**config.mk**
```make
export PLATFORM = sky130hd
export DESIGN_NAME = length_prefixed_nal_to_start_code
export DESIGN_NICKNAME = d
export VERILOG_FILES = /design/src/hw/rtl/lpn2sc_pkg.sv /design/src/hw/rtl/lpn2sc_parser.sv /design/src/hw/rtl/lpn2sc_serialiser.sv /design/src/hw/rtl/length_prefixed_nal_to_start_code.sv
export SDC_FILE = /design/constraint.sdc
export NUM_CORES = 1
export LEC_CHECK = 0
export BUFFER_PORTS_ARGS = -buffer_cell sky130_fd_sc_hd__buf_2
export CAP_MARGIN = 0
export CORE_MARGIN = 2
export CORE_UTILIZATION = 45
export DETAILED_ROUTE_END_ITERATION = 12
export REMOVE_ABC_BUFFERS = 1
export SETUP_SLACK_MARGIN = 0.4
export SYNTH_ARGS = -nofsm -noshare
export SYNTH_HDL_FRONTEND = slang
export SYNTH_SLANG_ARGS = --single-unit
```
**constraint.sdc**
```tcl
create_clock -name clk -period 9.7 [get_ports clk]
set_clock_uncertainty 0.05 [all_clocks]
set_input_delay 0.485 -clock clk [delete_from_list [all_inputs] [get_ports clk]]
set_output_delay 0.485 -clock clk [all_outputs]
set_load 0.005 [all_outputs]
```
**src/hw/rtl/lpn2sc_pkg.sv**
```systemverilog
// Shared types and constants for the length-prefixed NAL to start-code converter.
// No dependencies.
`timescale 1ns / 1ps

package lpn2sc_pkg;

	localparam logic [31:0] MAX_SAMPLE_BYTES = 32'd819200;

	localparam logic [7:0] HDR_SPS   = 8'h67;
	localparam logic [7:0] HDR_VPS   = 8'h40;
	localparam logic [7:0] HDR_SLICE = 8'h41;
	localparam logic [7:0] SC_TAIL   = 8'h01;

	localparam logic [2:0] WANT_SPS   = 3'd3;
	localparam logic [2:0] WANT_VPS   = 3'd4;
	localparam logic [2:0] WANT_SLICE = 3'd1;
	localparam logic [2:0] WANT_NONE  = 3'd0;

	typedef enum logic [1:0] {
		ST_OK      = 2'd0,
		ST_BAD_HDR = 2'd1,
		ST_SHORT   = 2'd2,
		ST_BAD_LEN = 2'd3
	} status_t;

	typedef enum logic [2:0] {
		PH_FIRST_LEN,
		PH_FIRST_HDR,
		PH_PAYLOAD,
		PH_LEN,
		PH_TAIL,
		PH_DROP
	} phase_t;

	// Results caused by one input transfer: optional start code, optional byte,
	// end-of-sample mark with status.
	typedef struct packed {
		logic       sc;
		logic       has_byte;
		logic [7:0] data;
		logic       last;
		status_t    status;
	} bundle_t;

	function automatic logic [2:0] nals_for_header(input logic [7:0] hdr);
		logic [2:0] w;
		case (hdr)
			HDR_SPS:   w = WANT_SPS;
			HDR_VPS:   w = WANT_VPS;
			HDR_SLICE: w = WANT_SLICE;
			default:   w = WANT_NONE;
		endcase
		return w;
	endfunction

endpackage

```
**src/hw/rtl/lpn2sc_parser.sv**
```systemverilog
// Sample parser: length prefixes, first header decode, payload counting.
// Depends on lpn2sc_pkg.
`timescale 1ns / 1ps

module lpn2sc_parser (
	input  logic                 clk,
	input  logic                 arst_n,
	input  logic                 take,
	input  logic [7:0]           sample_byte,
	input  logic                 sample_end,
	output logic                 push,
	output lpn2sc_pkg::bundle_t  bundle
);
	import lpn2sc_pkg::*;

	phase_t      phase_q, phase_w, phase_d;
	logic [1:0]  pos_q, pos_d;
	logic [31:0] acc_q, acc_d, acc_shift;
	logic [19:0] left_q, left_d, left_dec;
	logic [2:0]  idx_q, idx_d, idx_inc;
	logic [2:0]  want_q, want_d, want_hdr;
	status_t     err_q, err_w, err_d;
	logic        len_bad, hdr_ok;

	assign acc_shift = {acc_q[23:0], sample_byte};
	assign left_dec  = left_q - 20'd1;
	assign want_hdr  = nals_for_header(sample_byte);
	assign hdr_ok    = (want_hdr != WANT_NONE);
	assign len_bad   = (acc_shift == 32'd0) || (acc_shift > MAX_SAMPLE_BYTES);

	// next state
	always_comb begin
		phase_w = phase_q;
		err_w   = err_q;
		pos_d   = pos_q;
		acc_d   = acc_q;
		left_d  = left_q;
		idx_d   = idx_q;
		want_d  = want_q;
		idx_inc = idx_q + 3'd1;
		case (phase_q)
			PH_FIRST_LEN, PH_LEN: begin
				acc_d = acc_shift;
				pos_d = pos_q + 2'd1;
				if (pos_q == 2'd3) begin
					if (len_bad) begin
						err_w   = ST_BAD_LEN;
						phase_w = PH_DROP;
					end else begin
						left_d  = acc_shift[19:0];
						phase_w = (phase_q == PH_FIRST_LEN) ? PH_FIRST_HDR : PH_PAYLOAD;
					end
				end
			end
			PH_FIRST_HDR: begin
				want_d = want_hdr;
				if (!hdr_ok) begin
					err_w   = ST_BAD_HDR;
					phase_w = PH_DROP;
				end else begin
					left_d  = left_dec;
					idx_inc = 3'd1;
					idx_d   = 3'd0;
					phase_w = PH_PAYLOAD;
				end
			end
			PH_PAYLOAD: begin
				left_d = left_dec;
			end
			default: begin
			end
		endcase
		if (phase_w == PH_PAYLOAD && (phase_q == PH_PAYLOAD || phase_q == PH_FIRST_HDR)
				&& left_dec == 20'd0) begin
			idx_d = idx_inc;
			if (idx_inc >= want_d) begin
				phase_w = PH_TAIL;
			end else begin
				phase_w = PH_LEN;
				pos_d   = 2'd0;
				acc_d   = 32'd0;
			end
		end
		phase_d = phase_w;
		err_d   = err_w;
		if (sample_end) begin
			phase_d = PH_FIRST_LEN;
			err_d   = ST_OK;
			pos_d   = 2'd0;
			acc_d   = 32'd0;
			left_d  = 20'd0;
			idx_d   = 3'd0;
			want_d  = WANT_NONE;
		end
	end

	// outputs
	always_comb begin
		bundle.sc       = ((phase_q == PH_LEN) && (pos_q == 2'd3) && !len_bad)
			|| ((phase_q == PH_FIRST_HDR) && hdr_ok);
		bundle.has_byte = ((phase_q == PH_FIRST_HDR) && hdr_ok) || (phase_q == PH_PAYLOAD);
		bundle.data     = sample_byte;
		bundle.last     = sample_end;
		case (phase_w)
			PH_DROP: bundle.status = err_w;
			PH_TAIL: bundle.status = ST_OK;
			default: bundle.status = ST_SHORT;
		endcase
		push = take && (bundle.sc || bundle.has_byte || sample_end);
	end

	always_ff @(posedge clk or negedge arst_n) begin
		if (!arst_n) begin
			phase_q <= PH_FIRST_LEN;
			err_q   <= ST_OK;
			pos_q   <= 2'd0;
			acc_q   <= 32'd0;
			left_q  <= 20'd0;
			idx_q   <= 3'd0;
			want_q  <= WANT_NONE;
		end else if (take) begin
			phase_q <= phase_d;
			err_q   <= err_d;
			pos_q   <= pos_d;
			acc_q   <= acc_d;
			left_q  <= left_d;
			idx_q   <= idx_d;
			want_q  <= want_d;
		end
	end

endmodule

```
**src/hw/rtl/lpn2sc_serialiser.sv**
```systemverilog
// Two-entry result queue and serialiser: one result per transfer.
// Depends on lpn2sc_pkg.
`timescale 1ns / 1ps

module lpn2sc_serialiser (
	input  logic                 clk,
	input  logic                 arst_n,
	input  logic                 push,
	input  lpn2sc_pkg::bundle_t  bundle,
	output logic                 full,
	output logic                 result_valid,
	input  logic                 result_stall,
	output logic [7:0]           out_byte,
	output logic                 byte_valid,
	output logic                 last_of_sample,
	output logic [1:0]           status
);
	import lpn2sc_pkg::*;

	bundle_t    fifo_q [2];
	logic       wr_q, rd_q;
	logic [1:0] cnt_q;
	logic [2:0] sub_q, last_sub;
	bundle_t    head;
	logic       xfer, pop;

	assign head         = fifo_q[rd_q];
	assign full         = (cnt_q == 2'd2);
	assign result_valid = (cnt_q != 2'd0);
	assign xfer         = result_valid && !result_stall;
	assign last_sub     = head.sc ? (head.has_byte ? 3'd4 : 3'd3) : 3'd0;
	assign pop          = xfer && (sub_q == last_sub);

	always_comb begin
		if (head.sc && sub_q < 3'd4)
			out_byte = (sub_q == 3'd3) ? SC_TAIL : 8'h00;
		else if (head.has_byte)
			out_byte = head.data;
		else
			out_byte = 8'h00;
		byte_valid     = head.sc || head.has_byte;
		last_of_sample = head.last && (sub_q == last_sub);
		status         = last_of_sample ? head.status : ST_OK;
	end

	always_ff @(posedge clk) begin
		if (push)
			fifo_q[wr_q] <= bundle;
	end

	always_ff @(posedge clk or negedge arst_n) begin
		if (!arst_n) begin
			wr_q  <= 1'b0;
			rd_q  <= 1'b0;
			cnt_q <= 2'd0;
			sub_q <= 3'd0;
		end else begin
			if (push)
				wr_q <= ~wr_q;
			if (pop)
				rd_q <= ~rd_q;
			cnt_q <= cnt_q + {1'b0, push} - {1'b0, pop};
			if (pop)
				sub_q <= 3'd0;
			else if (xfer)
				sub_q <= sub_q + 3'd1;
		end
	end

endmodule

```
**src/hw/rtl/length_prefixed_nal_to_start_code.sv**
```systemverilog
// Top level of the length-prefixed NAL to start-code converter.
// Depends on lpn2sc_pkg, lpn2sc_parser, lpn2sc_serialiser.
//
//  channel  | valid        | stall        | payload
//  ---------+--------------+--------------+----------------------------------------
//  sample   | sample_valid | sample_stall | sample_byte, sample_end
//  result   | result_valid | result_stall | out_byte, byte_valid, last_of_sample, status
//
// One byte per cycle while the result queue is not full; a byte that brings a start code
// gives four or five results, one per cycle from the two-entry result queue while
// result_stall is low. sample_stall is high only while that queue is full, and each
// transfer's results are registered in the queue before they appear on the output.
// Reset clears parser state and empties the queue.
`timescale 1ns / 1ps

module length_prefixed_nal_to_start_code (
	input  logic       clk,
	input  logic       arst_n,
	input  logic       sample_valid,
	output logic       sample_stall,
	input  logic [7:0] sample_byte,
	input  logic       sample_end,
	output logic       result_valid,
	input  logic       result_stall,
	output logic [7:0] out_byte,
	output logic       byte_valid,
	output logic       last_of_sample,
	output logic [1:0] status
);
	import lpn2sc_pkg::*;

	logic    take, push, full;
	bundle_t bundle;

	assign sample_stall = full;
	assign take         = sample_valid && !full;

	lpn2sc_parser u_parser (
		.clk         (clk),
		.arst_n      (arst_n),
		.take        (take),
		.sample_byte (sample_byte),
		.sample_end  (sample_end),
		.push        (push),
		.bundle      (bundle)
	);

	lpn2sc_serialiser u_ser (
		.clk            (clk),
		.arst_n         (arst_n),
		.push           (push),
		.bundle         (bundle),
		.full           (full),
		.result_valid   (result_valid),
		.result_stall   (result_stall),
		.out_byte       (out_byte),
		.byte_valid     (byte_valid),
		.last_of_sample (last_of_sample),
		.status         (status)
	);

endmodule

```
## Word level (Yosys, flattened, before mapping)

Memory sizes are Yosys's and may differ from the RTL's.
Index checks and enable logic that the tools add are counted.

- Memories kept: 1
- Output and inout port bits: 14
- Flip-flop bits (word level): 72
- Logic and storage cells: 118
- Bits of input ports: 13
- RAM bits: 26

- Reduce and logical (&&, ||, !) cells: 33
- Equal/unequal tests: 16
- Mux-type cells: 46
- Order comparisons: 3
- $add $sub $neg: 6
- Bitwise gates (word level): 2

Memory list:

| name | depth | bits a word | rd ports | clocked after Yosys merged registers in | wr ports | RTL line | RTL |
|---|---|---|---|---|---|---|---|
| u_ser.fifo_q | 2 | 13 | 1 | 0 | 1 | lpn2sc_serialiser.sv:20 | `bundle_t fifo_q [2];` |

Operator list:

| operator | number |
|---|---|
| $mux 32 | 4 |
| $mux 20 | 4 |
| $pmux 20 s3 | 1 |
| $mux 3 | 18 |
| $gt 32x20->1 const B | 1 |
| $logic_not 32->1 | 1 |
| $eq 8x7->1 const B | 3 |
| $logic_not 20->1 | 1 |
| $mux 2 | 10 |
| $sub 20x1->20 const B | 1 |
| $mux 8 | 2 |
| $eq 3x2->1 const B | 4 |
| $logic_and 1x1->1 | 11 |
| $pmux 3 s3 | 1 |
| $reduce_bool 3->1 | 3 |
| $pmux 2 s2 | 2 |
| $logic_or 1x1->1 | 7 |
| $add 3x1->3 const B | 2 |
| $eq 3x3->1 const B | 2 |
| $ne 3x2->1 const B | 2 |
| $pmux 3 s2 | 1 |
| $reduce_and 5->1 | 1 |
| $eq 2x2->1 const B | 2 |
| $reduce_bool 2->1 | 2 |
| other kinds (15) | 20 |

## Depth between registers and ports, before layout

- Depth after elaboration: 11
- Gate-level depth with buffers: 13
- Gate-level depth less buffers: 11

## By module

From an unflattened synthesis, not the netlist that was laid out.

- Cells, all modules: 572
- Area total of the unflattened synthesis: 5,238.8 um2

Modules (own cells, without submodules):

| module | times used | cells an instance | seq. area each (um2) | area each (um2) |
|---|---|---|---|---|
| lpn2sc_parser | 1 | 468 | 1,426.4 | 3,794.9 |
| lpn2sc_serialiser | 1 | 103 | 955.9 | 1,430.1 |
| length_prefixed_nal_to_start_code | 1 | 1 | 0.0 | 13.8 |

## Worst setup path before layout

Ideal clock, no wire load.

- Path type: reg-to-reg
- Start: reg u_parser.phase_q[1]
- End: reg u_parser.acc_q[10]
- Clock period less this slack: 3.297 ns
- Path slack: 6.403 ns
- Cell stages (with the launch flop): 14
- Data arrival time: 3.129 ns
- Path buffers: 3
- Data required time: 9.532 ns
- Cells stage by stage: dfrtp_1 > clkbuf_1 > or3b_2 > clkbuf_1 > a211oi_1 > nor2b_1 > ha_1 > nand2b_1 > a21o_1 > a21o_1 > inv_1 > a211oi_4 > buf_6 > a21o_1

- Longest elaborated chain between the ends: 10
- Elaborated cells on any way between the ends: 20
- Those cells by class: 1 x order compare; 4 x eq/ne; 10 x mux; 5 x reduce/logical

Ends and longest elaborated chain:

| item | RTL line | RTL |
|---|---|---|
| start: declaration | lpn2sc_parser.sv:16 | `phase_t phase_q, phase_w, phase_d;` |
| start signal: assignment | lpn2sc_parser.sv:122 | `phase_q <= phase_d;` |
| $logic_not 3->1 | lpn2sc_parser.sv:41, lpn2sc_parser.sv:51 |  |
| $mux 2 | lpn2sc_parser.sv:51 | `phase_w = (phase_q == PH_FIRST_LEN) ? PH_FIRST_HDR : PH_PAYLOAD;` |
| $mux 3 | lpn2sc_parser.sv:46 | `if (len_bad) begin` |
| $mux 3 | lpn2sc_parser.sv:45 | `if (pos_q == 2'd3) begin` |
| $pmux 3 s2 | lpn2sc_parser.sv:41 | `case (phase_q)` |
| $eq 3x2->1 | lpn2sc_parser.sv:73 | `if (phase_w == PH_PAYLOAD && (phase_q == PH_PAYLOAD \|\| phase_q == PH_FIRST_HDR)` |
| $logic_and 1x1->1 | lpn2sc_parser.sv:73 |  |
| $logic_and 1x1->1 | lpn2sc_parser.sv:74 | `&& left_dec == 20'd0) begin` |
| $mux 32 (*) | lpn2sc_parser.sv:73 |  |
| $mux 32 (*) | lpn2sc_parser.sv:86 | `if (sample_end) begin` |
| end signal: assignment | lpn2sc_parser.sv:117 | `acc_q <= 32'd0;` |
| end signal: assignment | lpn2sc_parser.sv:125 | `acc_q <= acc_d;` |
| end: declaration | lpn2sc_parser.sv:18 | `logic [31:0] acc_q, acc_d, acc_shift;` |

Mark *: on every way between the ends. The rest lies on a longest branch, timed or not.
A chain may end at the register's enable or synchronous reset.

## Worst setup path after layout

- Start: reg u_parser.phase_q[2]
- End: reg u_parser.acc_q[18]

The elaborated chain is that of the path after synthesis.

==> results.json <==
{
  "p_int_mw": 1.09,
  "seq_power_share": 0.360,
  "postSynthRegisterBits": 90,
  "clkSinkCount": 90,
  "critPathMaxFanout": 26,
  "end_kind": "flip-flop",
  "yosys_warnings": 0,
  "max_slew_margin": 0.267,
  "seqCellArea_um2": 2380,
  "postCtsResizedCells": 0,
  "clk_latency_ns": 0.34,
  "die_w_um": 110,
  "fin_util": 0.514,
  "wl_um": 12500,
  "hpwlAfterDp_um": 8350,
  "grt_pass1_vias": 3872,
  "reg2regPathDepth": 10,
  "drc": 0,
  "p_clk_frac": 0.200,
  "grt_overflow_total": 0,
  "vias": 4103,
  "tightest_slew_ns": 1.10,
  "switching_power_mw": 0.799,
  "arrival_ns": 4.33,
  "final_max_slew_viol_count": 0,
  "start_kind": "flip-flop",
  "ant_nets": 0,
  "p_comb_frac": 0.439,
  "fin_nets": 550,
  "viasPerCell": 6.11,
  "post_drt_wl_per_cell_um": 18.6,
  "drt_pre_antenna_iters": 5,
  "crit_type": "reg2reg",
  "io_pins": 27,
  "finalCriticalPeriod_ns": 4.10,
  "antenna_found_initial": 0,
  "cts_buffers": 9,
  "period_share": 0.423,
  "rrSetupSlack_ns": 5.60,
  "antenna_cells": 0,
  "netlist_instances": 515,
  "grt_pass1_wl_um": 20400,
  "final_common_cell": "dfrtp_1",
  "path_cells": "or3b_2 -> a211oi_1 -> nor2b_1 -> ha_1 -> nand2b_1 -> a21o_1 -> a21o_1 -> inv_1 -> a211oi_4 -> a21o_1",
  "power.density_nw_per_um2": 336,
  "synthFlopType": "dfrtp_1",
  "irDropWorstVdd_v": 0.000144,
  "synth_area_um2": 5100,
  "r2r_start": "u_parser.phase_q[2]",
  "std_cell_rows": 38,
  "path_clk_slew_ns": 0.07,
  "grt_max_degree": 65,
  "finalSetupTns_ns": 0,
  "crit_path_frequent_cell": "a21o_1",
  "io_buffers": 26,
  "start_util": 0.466,
  "hold_buffers": 0,
  "synth_area_per_cell_um2": 9.90,
  "swShare": 0.423,
  "cts-root-buf": "clkbuf_16",
  "die_area_um2": 12200,
  "cts_max_path_buffers": 2,
  "worst_path_largest_cell_delay_ns": 0.91,
  "multi_input_area_um2": 2520,
  "worst_path_max_delay_cell": "a211oi_4",
  "layout-drive-gt1-share": 0.128,
  "cts_setup_buffers": 0,
  "synthToLayoutAreaGrowth_pct": 10.2,
  "status": "finished, final reports clean",
  "rsz0062_at_grt": "no",
  "synth-edff-count": 26,
  "synth.distinct_cells": 64,
  "p_leak_nw": 2.52,
  "drt_iter0_markers": 436,
  "reg2reg_to": "u_parser.acc_q[18]",
  "hold_viol_final": 0,
  "worstHoldPathType": "in2async",
  "max_freq_mhz": 244,
  "max-cap-violations": 0,
  "gp_congestion": 0.918,
  "htree_levels": 3,
  "grtUsageTotal": 0.208,
  "required_ns": 9.93,
  "die_h_um": 110,
  "seq_area_frac_synth": 0.467,
  "cts_tree": "built",
  "setup_viol": 0,
  "async_flop_share": 0.711,
  "coreArea_um2": 10900,
  "fill_cells": 1040,
  "final_cell_mix": "dfrtp_1, nor2_1, a21oi_1"
}
[power groups by stage]
stage               sequential [mW]  clock [mW]  combinational [mW]
global placement              0.680           0               0.804
floorplan                     0.636           0               0.623
detailed placement            0.684           0               0.819
CTS                           0.678       0.385               0.824
global route                  0.699       0.404               0.917
finish                        0.680       0.378               0.829
[registers in the layout, summed over array words and instances, names as in the netlist]
signal and cells:
u_parser.acc_q 24, u_ser.sub_q 3, u_parser.err_q 2, u_ser.wr_q 1
u_parser.idx_q 3, u_parser.want_q 3, u_ser.cnt_q 2, u_parser.pos_q 2
u_parser.left_q 20, u_ser.rd_q 1, u_ser.fifo_q 26, u_parser.phase_q 3
[Yosys cell counts, types with 4 or more instances]
master    instances  area share
dfrtp_1          64        0.31
nor2_1           45       0.033
a21oi_1          36       0.035
o21ai_0          33       0.032
a21o_1           32       0.047
nand2_1          30       0.022
a22o_1           27       0.046
edfxtp_1         26        0.15
clkbuf_1         24       0.018
nor3_1           18       0.018
inv_1            16       0.012
mux2i_1          16       0.031
nor4_1           13       0.016
ha_1             11       0.027
nand3_1           8      0.0079
a22oi_1           7       0.010
nand2b_1          7      0.0086
o31ai_1           7       0.010
or3_1             7      0.0086
xnor2_1           7       0.012
a31oi_1           6      0.0074
nor2b_1           6      0.0074
or2_2             5      0.0061
and2_1            4      0.0049
o211ai_1          4      0.0059
o22ai_1           4      0.0049
[kinds of logic (layout without fill, tap and decap cells)]
kind of cell,count (synthesis),after routing,synth area share
adder cells (fa/ha/maj),11,11,0.0270
AND/OR/NAND/NOR,165,165,0.177
flip-flops,90,90,0.467
multiplexers,18,18,0.0358
buffers and inverters,46,62,0.0395
AO/OA/AOI/OAI,176,176,0.238
XOR/XNOR,9,9,0.0155
[cell type report]
cell class	count	share of cell area
Multi-Input combinational cell	379	0.448
Sequential cell	90	0.424
Clock buffer	10	0.0408
Tap cell	140	0.0312
Timing Repair Buffer	30	0.0285
Clock inverter	6	0.0163
Inverter	16	0.0107
[through the flow]
stage	setup WS (ns)	instance area, um2	hold WS (ns)	cells	power (mW)
after floorplan	6.38	4950	0.139	485	1.26
after global placement	5.72	5300	0.417	655	1.48
after detailed placement	5.57	5300	0.423	655	1.50
after CTS	5.63	5620	0.323	671	1.89
after global routing	5.32	5620	0.375	671	2.02
final	5.60	5620	0.254	671	1.89
[critical path: cells and delay by family (launching register included)]
family / cells / cell delay (ns)
AO/OA/AOI/OAI: 5 / 2.21
AND/OR/NAND/NOR: 3 / 0.80
flip-flops: 1 / 0.53
adder cells (fa/ha/maj): 1 / 0.33
buffers and inverters: 1 / 0.09
[layer usage]
layer | GRT usage | vias up | routed length [um]
li1 | - | 1953 | -
met1 | 0.301 | 2000 | 6000
met2 | 0.307 | 129 | 5500
met3 | 0.0417 | 21 | 709
met4 | 0.0817 | 0 | 291
met5 | 0 | - | 0
[worst max path at each step]
stage	startpoint	to	slack, ns
6_report	u_parser.phase_q[2]	u_parser.acc_q[18]	5.60
5_1_grt	u_parser.phase_q[0]	u_parser.acc_q[6]	5.32
4_1_cts	u_parser.phase_q[0]	u_parser.acc_q[16]	5.63
3_5_place_dp	sample_byte[3]	u_parser.acc_q[16]	5.57
3_3_place_gp	sample_byte[3]	u_parser.acc_q[0]	5.72
2_1_floorplan	u_ser.cnt_q[1]	u_parser.pos_q[0]	6.38
(Power assumes the default switching activity.)
